## src/hw/rtl/sha256_byte_stream_hasher_unit_assert.svh

```systemverilog
// Assertion macros for the SHA-256 byte stream hasher (clk / arst_n in scope).
`ifndef SHA256_BYTE_STREAM_HASHER_UNIT_ASSERT_SVH
`define SHA256_BYTE_STREAM_HASHER_UNIT_ASSERT_SVH

// Same-cycle implication, disabled while in reset
`define SBH_ASSERT_IMPLY(name, ante, cons) \
	name: assert property (@(posedge clk) disable iff (!arst_n) (ante) |-> (cons)) \
	else $error("sha256 hasher: implication check failed");

// Next-cycle implication, disabled while in reset
`define SBH_ASSERT_NEXT(name, ante, cons) \
	name: assert property (@(posedge clk) disable iff (!arst_n) (ante) |=> (cons)) \
	else $error("sha256 hasher: next-cycle check failed");

`endif

```

## src/hw/rtl/sha256_bsh_pkg.sv

```systemverilog
// Shared types, constants and round functions of the SHA-256 byte stream hasher.
package sha256_bsh_pkg;

	// Eight working words, element 0 is word a / hash word 0
	typedef logic [0:7][31:0] word_vec_t;
	// Sixteen-word schedule window, element 0 is the current round word
	typedef logic [0:15][31:0] blk_t;

	typedef struct packed {
		logic       shift;
		logic [7:0] data;
		logic       start;
		logic       init;
	} cmp_ctrl_t;

	typedef struct packed {
		logic busy;
		logic done;
	} cmp_stat_t;

	localparam logic [7:0] PAD_BYTE  = 8'h80;
	localparam logic [5:0] LEN_POS   = 6'd56;
	localparam logic [5:0] LAST_FILL = 6'd63;
	localparam logic [5:0] LAST_RND  = 6'd63;

	localparam word_vec_t SHA_IV = {
		32'h6a09e667, 32'hbb67ae85, 32'h3c6ef372, 32'ha54ff53a,
		32'h510e527f, 32'h9b05688c, 32'h1f83d9ab, 32'h5be0cd19};

	localparam logic [31:0] SHA_K [64] = '{
		32'h428a2f98, 32'h71374491, 32'hb5c0fbcf, 32'he9b5dba5,
		32'h3956c25b, 32'h59f111f1, 32'h923f82a4, 32'hab1c5ed5,
		32'hd807aa98, 32'h12835b01, 32'h243185be, 32'h550c7dc3,
		32'h72be5d74, 32'h80deb1fe, 32'h9bdc06a7, 32'hc19bf174,
		32'he49b69c1, 32'hefbe4786, 32'h0fc19dc6, 32'h240ca1cc,
		32'h2de92c6f, 32'h4a7484aa, 32'h5cb0a9dc, 32'h76f988da,
		32'h983e5152, 32'ha831c66d, 32'hb00327c8, 32'hbf597fc7,
		32'hc6e00bf3, 32'hd5a79147, 32'h06ca6351, 32'h14292967,
		32'h27b70a85, 32'h2e1b2138, 32'h4d2c6dfc, 32'h53380d13,
		32'h650a7354, 32'h766a0abb, 32'h81c2c92e, 32'h92722c85,
		32'ha2bfe8a1, 32'ha81a664b, 32'hc24b8b70, 32'hc76c51a3,
		32'hd192e819, 32'hd6990624, 32'hf40e3585, 32'h106aa070,
		32'h19a4c116, 32'h1e376c08, 32'h2748774c, 32'h34b0bcb5,
		32'h391c0cb3, 32'h4ed8aa4a, 32'h5b9cca4f, 32'h682e6ff3,
		32'h748f82ee, 32'h78a5636f, 32'h84c87814, 32'h8cc70208,
		32'h90befffa, 32'ha4506ceb, 32'hbef9a3f7, 32'hc67178f2};

	function automatic logic [31:0] big_sig0(input logic [31:0] x);
		return {x[1:0], x[31:2]} ^ {x[12:0], x[31:13]} ^ {x[21:0], x[31:22]};
	endfunction

	function automatic logic [31:0] big_sig1(input logic [31:0] x);
		return {x[5:0], x[31:6]} ^ {x[10:0], x[31:11]} ^ {x[24:0], x[31:25]};
	endfunction

	function automatic logic [31:0] sml_sig0(input logic [31:0] x);
		return {x[6:0], x[31:7]} ^ {x[17:0], x[31:18]} ^ {3'b000, x[31:3]};
	endfunction

	function automatic logic [31:0] sml_sig1(input logic [31:0] x);
		return {x[16:0], x[31:17]} ^ {x[18:0], x[31:19]} ^ {10'b0, x[31:10]};
	endfunction

endpackage

```

## src/hw/rtl/sha256_bsh_byte_if.sv

```systemverilog
// Valid/ready channel carrying one message byte beat.
interface sha256_bsh_byte_if;
	logic       valid;
	logic       ready;
	logic [7:0] msg_byte;
	logic       byte_valid;
	logic       message_end;

	modport source (output valid, msg_byte, byte_valid, message_end, input ready);
	modport sink (input valid, msg_byte, byte_valid, message_end, output ready);
endinterface

```

## src/hw/rtl/sha256_bsh_digest_if.sv

```systemverilog
// Valid/ready channel carrying one 64-bit digest part beat.
interface sha256_bsh_digest_if;
	logic        valid;
	logic        ready;
	logic [63:0] digest_part;
	logic [1:0]  part_index;
	logic        last_part;

	modport source (output valid, digest_part, part_index, last_part, input ready);
	modport sink (input valid, digest_part, part_index, last_part, output ready);
endinterface

```

## src/hw/rtl/sha256_bsh_round.sv

```systemverilog
// One SHA-256 round and one message schedule step, shared by all 64 rounds.
module sha256_bsh_round
	import sha256_bsh_pkg::*;
(
	input  word_vec_t   v,
	input  blk_t        win,
	input  logic [31:0] k,
	output word_vec_t   v_next,
	output logic [31:0] w_next
);

	logic [31:0] ch;
	logic [31:0] maj;
	logic [31:0] t1;
	logic [31:0] t2;

	// Compression round on the working words
	assign ch  = (v[4] & v[5]) ^ (~v[4] & v[6]);
	assign maj = (v[0] & v[1]) ^ (v[0] & v[2]) ^ (v[1] & v[2]);
	assign t1  = v[7] + big_sig1(v[4]) + ch + k + win[0];
	assign t2  = big_sig0(v[0]) + maj;

	assign v_next = {t1 + t2, v[0], v[1], v[2], v[3] + t1, v[4], v[5], v[6]};

	// Next schedule word from the sixteen-word window
	assign w_next = win[0] + sml_sig0(win[1]) + win[9] + sml_sig1(win[14]);

endmodule

```

## src/hw/rtl/sha256_bsh_compress.sv

```systemverilog
// Block buffer, hash words and the round sequencer of the compression.
module sha256_bsh_compress
	import sha256_bsh_pkg::*;
(
	input  logic      clk,
	input  logic      arst_n,
	input  cmp_ctrl_t ctrl,
	output cmp_stat_t stat,
	output word_vec_t hash
);

	typedef enum logic [1:0] {
		C_IDLE,
		C_ROUND,
		C_ADD
	} cmp_state_t;

	cmp_state_t  state_q;
	logic [5:0]  rnd_q;
	word_vec_t   hash_q;
	word_vec_t   v_q;
	logic [511:0] blk_q;
	blk_t        win;
	word_vec_t   v_next;
	logic [31:0] w_next;

	assign win = blk_q;

	sha256_bsh_round u_round (
		.v      (v_q),
		.win    (win),
		.k      (SHA_K[rnd_q]),
		.v_next (v_next),
		.w_next (w_next)
	);

	// Sequence 64 rounds, then fold the working words into the hash
	always_ff @(posedge clk or negedge arst_n) begin
		if (!arst_n) begin
			state_q <= C_IDLE;
			rnd_q   <= '0;
			hash_q  <= SHA_IV;
		end else begin
			unique case (state_q)
				C_IDLE: begin
					if (ctrl.init) begin
						hash_q <= SHA_IV;
					end
					if (ctrl.start) begin
						rnd_q   <= '0;
						state_q <= C_ROUND;
					end
				end
				C_ROUND: begin
					rnd_q <= rnd_q + 6'd1;
					if (rnd_q == LAST_RND) begin
						state_q <= C_ADD;
					end
				end
				C_ADD: begin
					for (int i = 0; i < 8; i++) begin
						hash_q[i] <= hash_q[i] + v_q[i];
					end
					state_q <= C_IDLE;
				end
				default: state_q <= C_IDLE;
			endcase
		end
	end

	// Load working words, shift bytes in, advance the schedule window
	always_ff @(posedge clk) begin
		if (state_q == C_IDLE && ctrl.start) begin
			v_q <= hash_q;
		end else if (state_q == C_ROUND) begin
			v_q <= v_next;
		end
		if (ctrl.shift) begin
			blk_q <= {blk_q[503:0], ctrl.data};
		end else if (state_q == C_ROUND) begin
			blk_q <= {blk_q[479:0], w_next};
		end
	end

	assign stat.busy = (state_q != C_IDLE);
	assign stat.done = (state_q == C_ADD);
	assign hash      = hash_q;

endmodule

```

## src/hw/rtl/sha256_byte_stream_hasher_unit.sv

```systemverilog
// A data byte is taken while idle; a byte that fills a block starts a compression, and no
// byte is taken until it is done. A message end adds padding bytes, one or two compressions
// and a digest load, which waits while the previous digest is still draining.
// Speed is set by the single round unit doing one round per cycle; bytes are not taken
// while a block is compressed, and the digest drains in 4 beats.
// Reset: asynchronous, active low; hash words return to the initial values, counts clear.
module sha256_byte_stream_hasher_unit
	import sha256_bsh_pkg::*;
(
	input  logic                       clk,
	input  logic                       arst_n,
	sha256_bsh_byte_if.sink            byte_in,
	sha256_bsh_digest_if.source        digest_out
);

	`include "sha256_byte_stream_hasher_unit_assert.svh"

	typedef enum logic [2:0] {
		T_IDLE,
		T_PAD80,
		T_ZERO,
		T_LEN,
		T_START,
		T_WAIT,
		T_DIGEST
	} top_state_t;

	top_state_t        state_q;
	top_state_t        ret_q;
	logic [5:0]        fill_q;
	logic [63:0]       bits_q;
	logic              obusy_q;
	logic [1:0]        part_q;
	logic [0:3][63:0]  dig_q;
	logic              in_acc;
	logic              out_acc;
	cmp_ctrl_t         ctrl;
	cmp_stat_t         stat;
	word_vec_t         hash;

	sha256_bsh_compress u_compress (
		.clk    (clk),
		.arst_n (arst_n),
		.ctrl   (ctrl),
		.stat   (stat),
		.hash   (hash)
	);

	assign byte_in.ready = (state_q == T_IDLE);
	assign in_acc        = byte_in.valid && byte_in.ready;
	assign out_acc       = digest_out.valid && digest_out.ready;

	// Drive the byte path and compression controls
	always_comb begin
		ctrl = '0;
		unique case (state_q)
			T_IDLE: begin
				ctrl.shift = in_acc && byte_in.byte_valid;
				ctrl.data  = byte_in.msg_byte;
			end
			T_PAD80: begin
				ctrl.shift = 1'b1;
				ctrl.data  = PAD_BYTE;
			end
			T_ZERO:   ctrl.shift = (fill_q != LEN_POS);
			T_LEN: begin
				ctrl.shift = 1'b1;
				ctrl.data  = bits_q[63:56];
			end
			T_START:  ctrl.start = 1'b1;
			T_WAIT:   ctrl.start = 1'b0;
			T_DIGEST: ctrl.init = !obusy_q;
			default:  ctrl = '0;
		endcase
	end

	// Gather bytes, pad, hand blocks to the compression, hold the digest
	always_ff @(posedge clk or negedge arst_n) begin
		if (!arst_n) begin
			state_q <= T_IDLE;
			ret_q   <= T_IDLE;
			fill_q  <= '0;
			bits_q  <= '0;
			obusy_q <= 1'b0;
			part_q  <= '0;
			dig_q   <= '0;
		end else begin
			unique case (state_q)
				T_IDLE: begin
					if (in_acc) begin
						if (byte_in.byte_valid) begin
							fill_q <= fill_q + 6'd1;
							bits_q <= bits_q + 64'd8;
						end
						if (byte_in.byte_valid && fill_q == LAST_FILL) begin
							state_q <= T_START;
							ret_q   <= byte_in.message_end ? T_PAD80 : T_IDLE;
						end else if (byte_in.message_end) begin
							state_q <= T_PAD80;
						end
					end
				end
				T_PAD80: begin
					fill_q  <= fill_q + 6'd1;
					ret_q   <= T_ZERO;
					state_q <= (fill_q == LAST_FILL) ? T_START : T_ZERO;
				end
				T_ZERO: begin
					if (fill_q == LEN_POS) begin
						state_q <= T_LEN;
					end else begin
						fill_q <= fill_q + 6'd1;
						if (fill_q == LAST_FILL) begin
							ret_q   <= T_ZERO;
							state_q <= T_START;
						end
					end
				end
				T_LEN: begin
					fill_q <= fill_q + 6'd1;
					bits_q <= {bits_q[55:0], bits_q[63:56]};
					if (fill_q == LAST_FILL) begin
						ret_q   <= T_DIGEST;
						state_q <= T_START;
					end
				end
				T_START:  state_q <= T_WAIT;
				T_WAIT: begin
					if (stat.done) begin
						state_q <= ret_q;
					end
				end
				T_DIGEST: begin
					if (!obusy_q) begin
						dig_q   <= hash;
						obusy_q <= 1'b1;
						part_q  <= '0;
						bits_q  <= '0;
						state_q <= T_IDLE;
					end
				end
				default: state_q <= T_IDLE;
			endcase

			// Drain the digest one part per beat
			if (out_acc) begin
				if (part_q == 2'd3) begin
					obusy_q <= 1'b0;
				end else begin
					part_q <= part_q + 2'd1;
				end
			end
		end
	end

	assign digest_out.valid       = obusy_q;
	assign digest_out.digest_part = dig_q[part_q];
	assign digest_out.part_index  = part_q;
	assign digest_out.last_part   = (part_q == 2'd3);

	`SBH_ASSERT_IMPLY(a_no_take_while_busy, stat.busy, !byte_in.ready)
	`SBH_ASSERT_IMPLY(a_block_full_at_start, state_q == T_START, fill_q == '0)
	`SBH_ASSERT_NEXT(a_part_advance, out_acc && part_q != 2'd3, part_q == $past(part_q) + 2'd1)
	`SBH_ASSERT_NEXT(a_digest_load, state_q == T_DIGEST && !obusy_q, obusy_q && part_q == 2'd0)

endmodule

```

## src/flat_wrapper.sv

```systemverilog
// flat-port wrapper written by rule: the top's interface ports become plain ports
module sha256_byte_stream_hasher_unit_flat import sha256_bsh_pkg::*;
  (clk, arst_n, byte_in_valid, byte_in_msg_byte, byte_in_byte_valid, byte_in_message_end, byte_in_ready, digest_out_valid, digest_out_digest_part, digest_out_part_index, digest_out_last_part, digest_out_ready);
  sha256_bsh_byte_if byte_in_i ();
  sha256_bsh_digest_if digest_out_i ();
  input  logic clk;
  input  logic arst_n;
  input wire logic [$bits(byte_in_i.valid)-1:0] byte_in_valid;
  input wire logic [$bits(byte_in_i.msg_byte)-1:0] byte_in_msg_byte;
  input wire logic [$bits(byte_in_i.byte_valid)-1:0] byte_in_byte_valid;
  input wire logic [$bits(byte_in_i.message_end)-1:0] byte_in_message_end;
  output wire logic [$bits(byte_in_i.ready)-1:0] byte_in_ready;
  output wire logic [$bits(digest_out_i.valid)-1:0] digest_out_valid;
  output wire logic [$bits(digest_out_i.digest_part)-1:0] digest_out_digest_part;
  output wire logic [$bits(digest_out_i.part_index)-1:0] digest_out_part_index;
  output wire logic [$bits(digest_out_i.last_part)-1:0] digest_out_last_part;
  input wire logic [$bits(digest_out_i.ready)-1:0] digest_out_ready;
  assign byte_in_i.valid = byte_in_valid;
  assign byte_in_i.msg_byte = byte_in_msg_byte;
  assign byte_in_i.byte_valid = byte_in_byte_valid;
  assign byte_in_i.message_end = byte_in_message_end;
  assign byte_in_ready = byte_in_i.ready;
  assign digest_out_valid = digest_out_i.valid;
  assign digest_out_digest_part = digest_out_i.digest_part;
  assign digest_out_part_index = digest_out_i.part_index;
  assign digest_out_last_part = digest_out_i.last_part;
  assign digest_out_i.ready = digest_out_ready;
  sha256_byte_stream_hasher_unit u_core (.clk(clk), .arst_n(arst_n), .byte_in(byte_in_i), .digest_out(digest_out_i));
endmodule
```

## config.mk

```make
export PLATFORM = sky130hd
export DESIGN_NAME = sha256_byte_stream_hasher_unit_flat
export DESIGN_NICKNAME = d
export VERILOG_FILES = /design/src/hw/rtl/sha256_bsh_pkg.sv /design/src/hw/rtl/sha256_bsh_byte_if.sv /design/src/hw/rtl/sha256_bsh_digest_if.sv /design/src/hw/rtl/sha256_bsh_round.sv /design/src/hw/rtl/sha256_bsh_compress.sv /design/src/hw/rtl/sha256_byte_stream_hasher_unit.sv /design/src/flat_wrapper.sv
export VERILOG_INCLUDE_DIRS = /design/src /design/src/hw/rtl
export SDC_FILE = /design/constraint.sdc
export NUM_CORES = 2
export LEC_CHECK = 0
export BUFFER_PORTS_ARGS = -buffer_cell sky130_fd_sc_hd__buf_2
export CAP_MARGIN = 20
export CELL_PAD_IN_SITES_DETAIL_PLACEMENT = 1
export CELL_PAD_IN_SITES_GLOBAL_PLACEMENT = 1
export CORE_ASPECT_RATIO = 0.9
export CORE_UTILIZATION = 45
export CTS_CLUSTER_SIZE = 24
export DETAILED_ROUTE_END_ITERATION = 7
export PLACE_DENSITY = 0.75
export REMOVE_ABC_BUFFERS = 1
export SYNTH_ARGS = -nofsm -noshare
export SYNTH_HDL_FRONTEND = slang
export SYNTH_SLANG_ARGS = --single-unit
```

## constraint.sdc

```tcl
create_clock -name clk -period 17.18 [get_ports clk]
set_input_delay 1.718 -clock clk [delete_from_list [all_inputs] [get_ports clk]]
set_output_delay 1.718 -clock clk [all_outputs]
set_load 0.01 [all_outputs]
```

==> impl_metrics.yaml <==
cts:
  ctsLongestPathBuffers: 3
  cts_resized: 0
  ctsHoldBuffers: 0
  numCtsBuffers: 157
  tritoncts: "done"
  ctsRootBufferMaster: "clkbuf_16"
  clk_latency_ns: 0.84
  cts_htree_levels: 4
  clkTransAtPathRegs_ns: 0.06
  postCtsSetupBuffers: 0
  cts_num_sinks: 1367
die:
  die_h_um: 415
  start_util_pct: 45.4
  num_rows: 151
  ios: 83
  dieArea_um2: 192000
  core_um2: 188000
  dieWidth_um: 461
synth:
  synth_edf_count: 768
  ys_seq_area_share_pct: 44.7
  synthTopCellsByArea: "edfxtp_1, dfrtp_1, nand2_1, ha_1, fa_1"
  ys.flop_type: "edfxtp_1"
  postSynthAreaPerCell_um2: 9.54
  synth_cell_types: 94
  yosys_register_bits: 1367
  postSynthCellCount: 8960
  postSynth.asyncResetShare_pct: 43.8
  ys.warnings.count: 0
  yosys.area.top_type_share_pct: 27.0
  synth_area_um2: 85400
  synth_top_cell_by_area: "edfxtp_1"
layout:
  ff_latch_area_um2: 38200
  fillCellCount: 21200
  multiInputGateArea_um2: 43900
  post_route_cells_drive_above_1_share_pct: 10.5
  nets: 9391
  area_growth_pct: 8.90
sta:
  rsz0062_at_grt: "false"
  finalHoldViolCount: 0
  tightest_slew_ns: 1.27
  setup_viol: 0
  setup_tns_ns: 0
  slew_headroom_pct: 15.1
  drv_slew: 0
  finalClockSkew_ns: 0.0498
  fmax_mhz: 100
  timing.final.crit_share_pct: 58.1
  period_needed_ns: 9.98
route:
  drt_iter0_drc: 6218
  wl_per_cell_um: 26.2
  vias: 68100
  routed_via_density: 5.95
  drc: 0
  dr.pass1.iters: 6
  totalWireLength_um: 300000
  detail-route-antenna-nets: 0
global_routing:
  grt_util_all_layers_pct: 31.3
  grt_pass1_wl_um: 453000
  grt_pass1_vias: 70600
  gr-total-overflow: 0
  grt_max_degree: 250
  antenna_found_initial: 12
worst_setup_path:
  rrSetupSlack_ns: 7.20
  path_depth: 37
  path_class: "reg2reg"
  cp_common_cell: "inv_1"
  required_ns: 17.74
  path_buf_inv: 5
  cpPeakStageDelay_ns: 0.96
  slowest_stage: "ha_1"
  cp-endpoint: "u_core.u_compress.v_q[255]"
  arrival_ns: 10.54
  startpoint: "u_core.u_compress.rnd_q[0]"
  cp_max_fo: 20
  r2r_end: "u_core.u_compress.v_q[255]"
  worstSetupEndpointType: "register"
  r2r-start: "u_core.u_compress.rnd_q[0]"
  crit_family: "compound AO/OA/AOI/OAI gates"
  rr_worst_depth: 37
  startpoint_type: "register"
place:
  place.detailed.hpwl_um: 218000
  port_buffers: 82
  gp_congestion: 0.958
status:
  status: "complete, no violations"
hold_path:
  hold_path_class: "reg2reg"
run:
  cap_violations: 0
-- registers in the layout (all words and copies together) (netlist names) --
register,count
u_core.ret_q,3
u_core.u_compress.v_q,256
u_core.digest_out.part_index,2
u_core.bits_q,64
u_core.fill_q,6
u_core.digest_out.valid,1
u_core.state_q,3
u_core.u_compress.rnd_q,6
u_core.u_compress.blk_q,512
u_core.dig_q,256
u_core.u_compress.hash,256
u_core.u_compress.state_q,2
-- metrics by stage --
stage	cell area (um2)	utilization, %	hold WS, ns	std cells	worst slack [ns]
6_report	93000	49.4	0.466	11400	7.20
5_1_grt	93000	49.4	0.502	11400	6.72
4_1_cts	92900	49.3	0.468	11400	7.38
3_5_place_dp	87900	46.7	0.452	11100	7.38
3_3_place_gp	87900	46.7	0.455	11100	7.60
2_1_floorplan	83600	-	0.435	8464	-42.34
-- worst min-delay path by stage --
stage / slack [ns] / to / startpoint / depth (start not counted)
floorplan: 0.43 / u_core.fill_q[5] / u_core.fill_q[5] / 1
global route: 0.50 / u_core.fill_q[5] / u_core.fill_q[5] / 1
detailed placement: 0.45 / u_core.fill_q[5] / u_core.fill_q[5] / 1
global placement: 0.46 / u_core.fill_q[5] / u_core.fill_q[5] / 1
CTS: 0.47 / u_core.fill_q[5] / u_core.fill_q[5] / 1
finish: 0.47 / u_core.fill_q[5] / u_core.fill_q[5] / 1
-- cells in the mapped netlist (46+ instances only) --
| cell type | count |
|---|---|
| nand2b_1 | 65 |
| mux2_2 | 286 |
| fa_1 | 197 |
| o21ai_0 | 424 |
| nor2b_1 | 46 |
| a21oi_1 | 537 |
| nand3_1 | 93 |
| o21bai_1 | 63 |
| nand2_1 | 2379 |
| nor2_1 | 443 |
| dfrtp_1 | 463 |
| xor2_1 | 218 |
| o21a_1 | 52 |
| mux4_2 | 73 |
| ha_1 | 399 |
| a31oi_1 | 62 |
| xnor2_1 | 360 |
| clkbuf_1 | 463 |
| inv_1 | 419 |
| o21ai_1 | 90 |
| a21o_1 | 186 |
| edfxtp_1 | 768 |
| dfstp_2 | 136 |
| nor3_1 | 94 |
-- cell families (layout without fill, tap and decap cells) --
logic type	Yosys count	after routing	synth area share (%)
other	0	5	0
flip-flops	1367	1367	44.7
AO/OA/AOI/OAI	1799	1799	13.1
buffers and inverters	920	875	4.05
adder cells (fa/ha/maj)	598	598	10.5
AND/OR/NAND/NOR	3327	3327	15.9
XOR/XNOR	578	578	5.93
multiplexers	371	371	5.83
-- routing by layer --
layer / vias to the layer above / track usage [%] / wire (um)
met2: 2055 / 50.7 / 142000
li1: 30500 / - / -
met1: 35000 / 42.4 / 129000
met5: - / 0 / 0
met4: 0 / 12.5 / 13400
met3: 508 / 4.02 / 16300
-- area by class of cell --
| cell class | instances | share of cell area, % |
|---|---|---|
| Inverter | 424 | 1.72 |
| Sequential cell | 1367 | 41.1 |
| Clock buffer | 220 | 4.66 |
| Tap cell | 2524 | 3.39 |
| Clock inverter | 73 | 0.734 |
| Timing Repair Buffer | 158 | 1.25 |
| Multi-Input combinational cell | 6673 | 47.1 |
| Antenna cell | 5 | 0.0134 |
-- placed cells by master, fill, tap and decap left out, drive strengths merged, types with 53 or more instances in the layout --
cell | netlist | layout
dfstp | 136 | 136
a21oi | 537 | 537
inv | 419 | 428
ha | 399 | 399
clkbuf | 464 | 220
o21bai | 63 | 63
nand2b | 65 | 65
clkinv | 5 | 58
nor2 | 443 | 443
mux2 | 286 | 286
edfxtp | 768 | 768
nand2 | 2379 | 2379
o21ai | 514 | 514
buf | 32 | 158
o21a | 53 | 53
nand3 | 93 | 93
a31oi | 62 | 62
nor3 | 94 | 94
mux4 | 73 | 73
xnor2 | 360 | 360
xor2 | 218 | 218
a21o | 186 | 186
dfrtp | 463 | 463
fa | 197 | 197
Power is left out: the tool's default activity adds up to more than one toggle a clock period on the data nets, which glitch-free logic cannot reach.
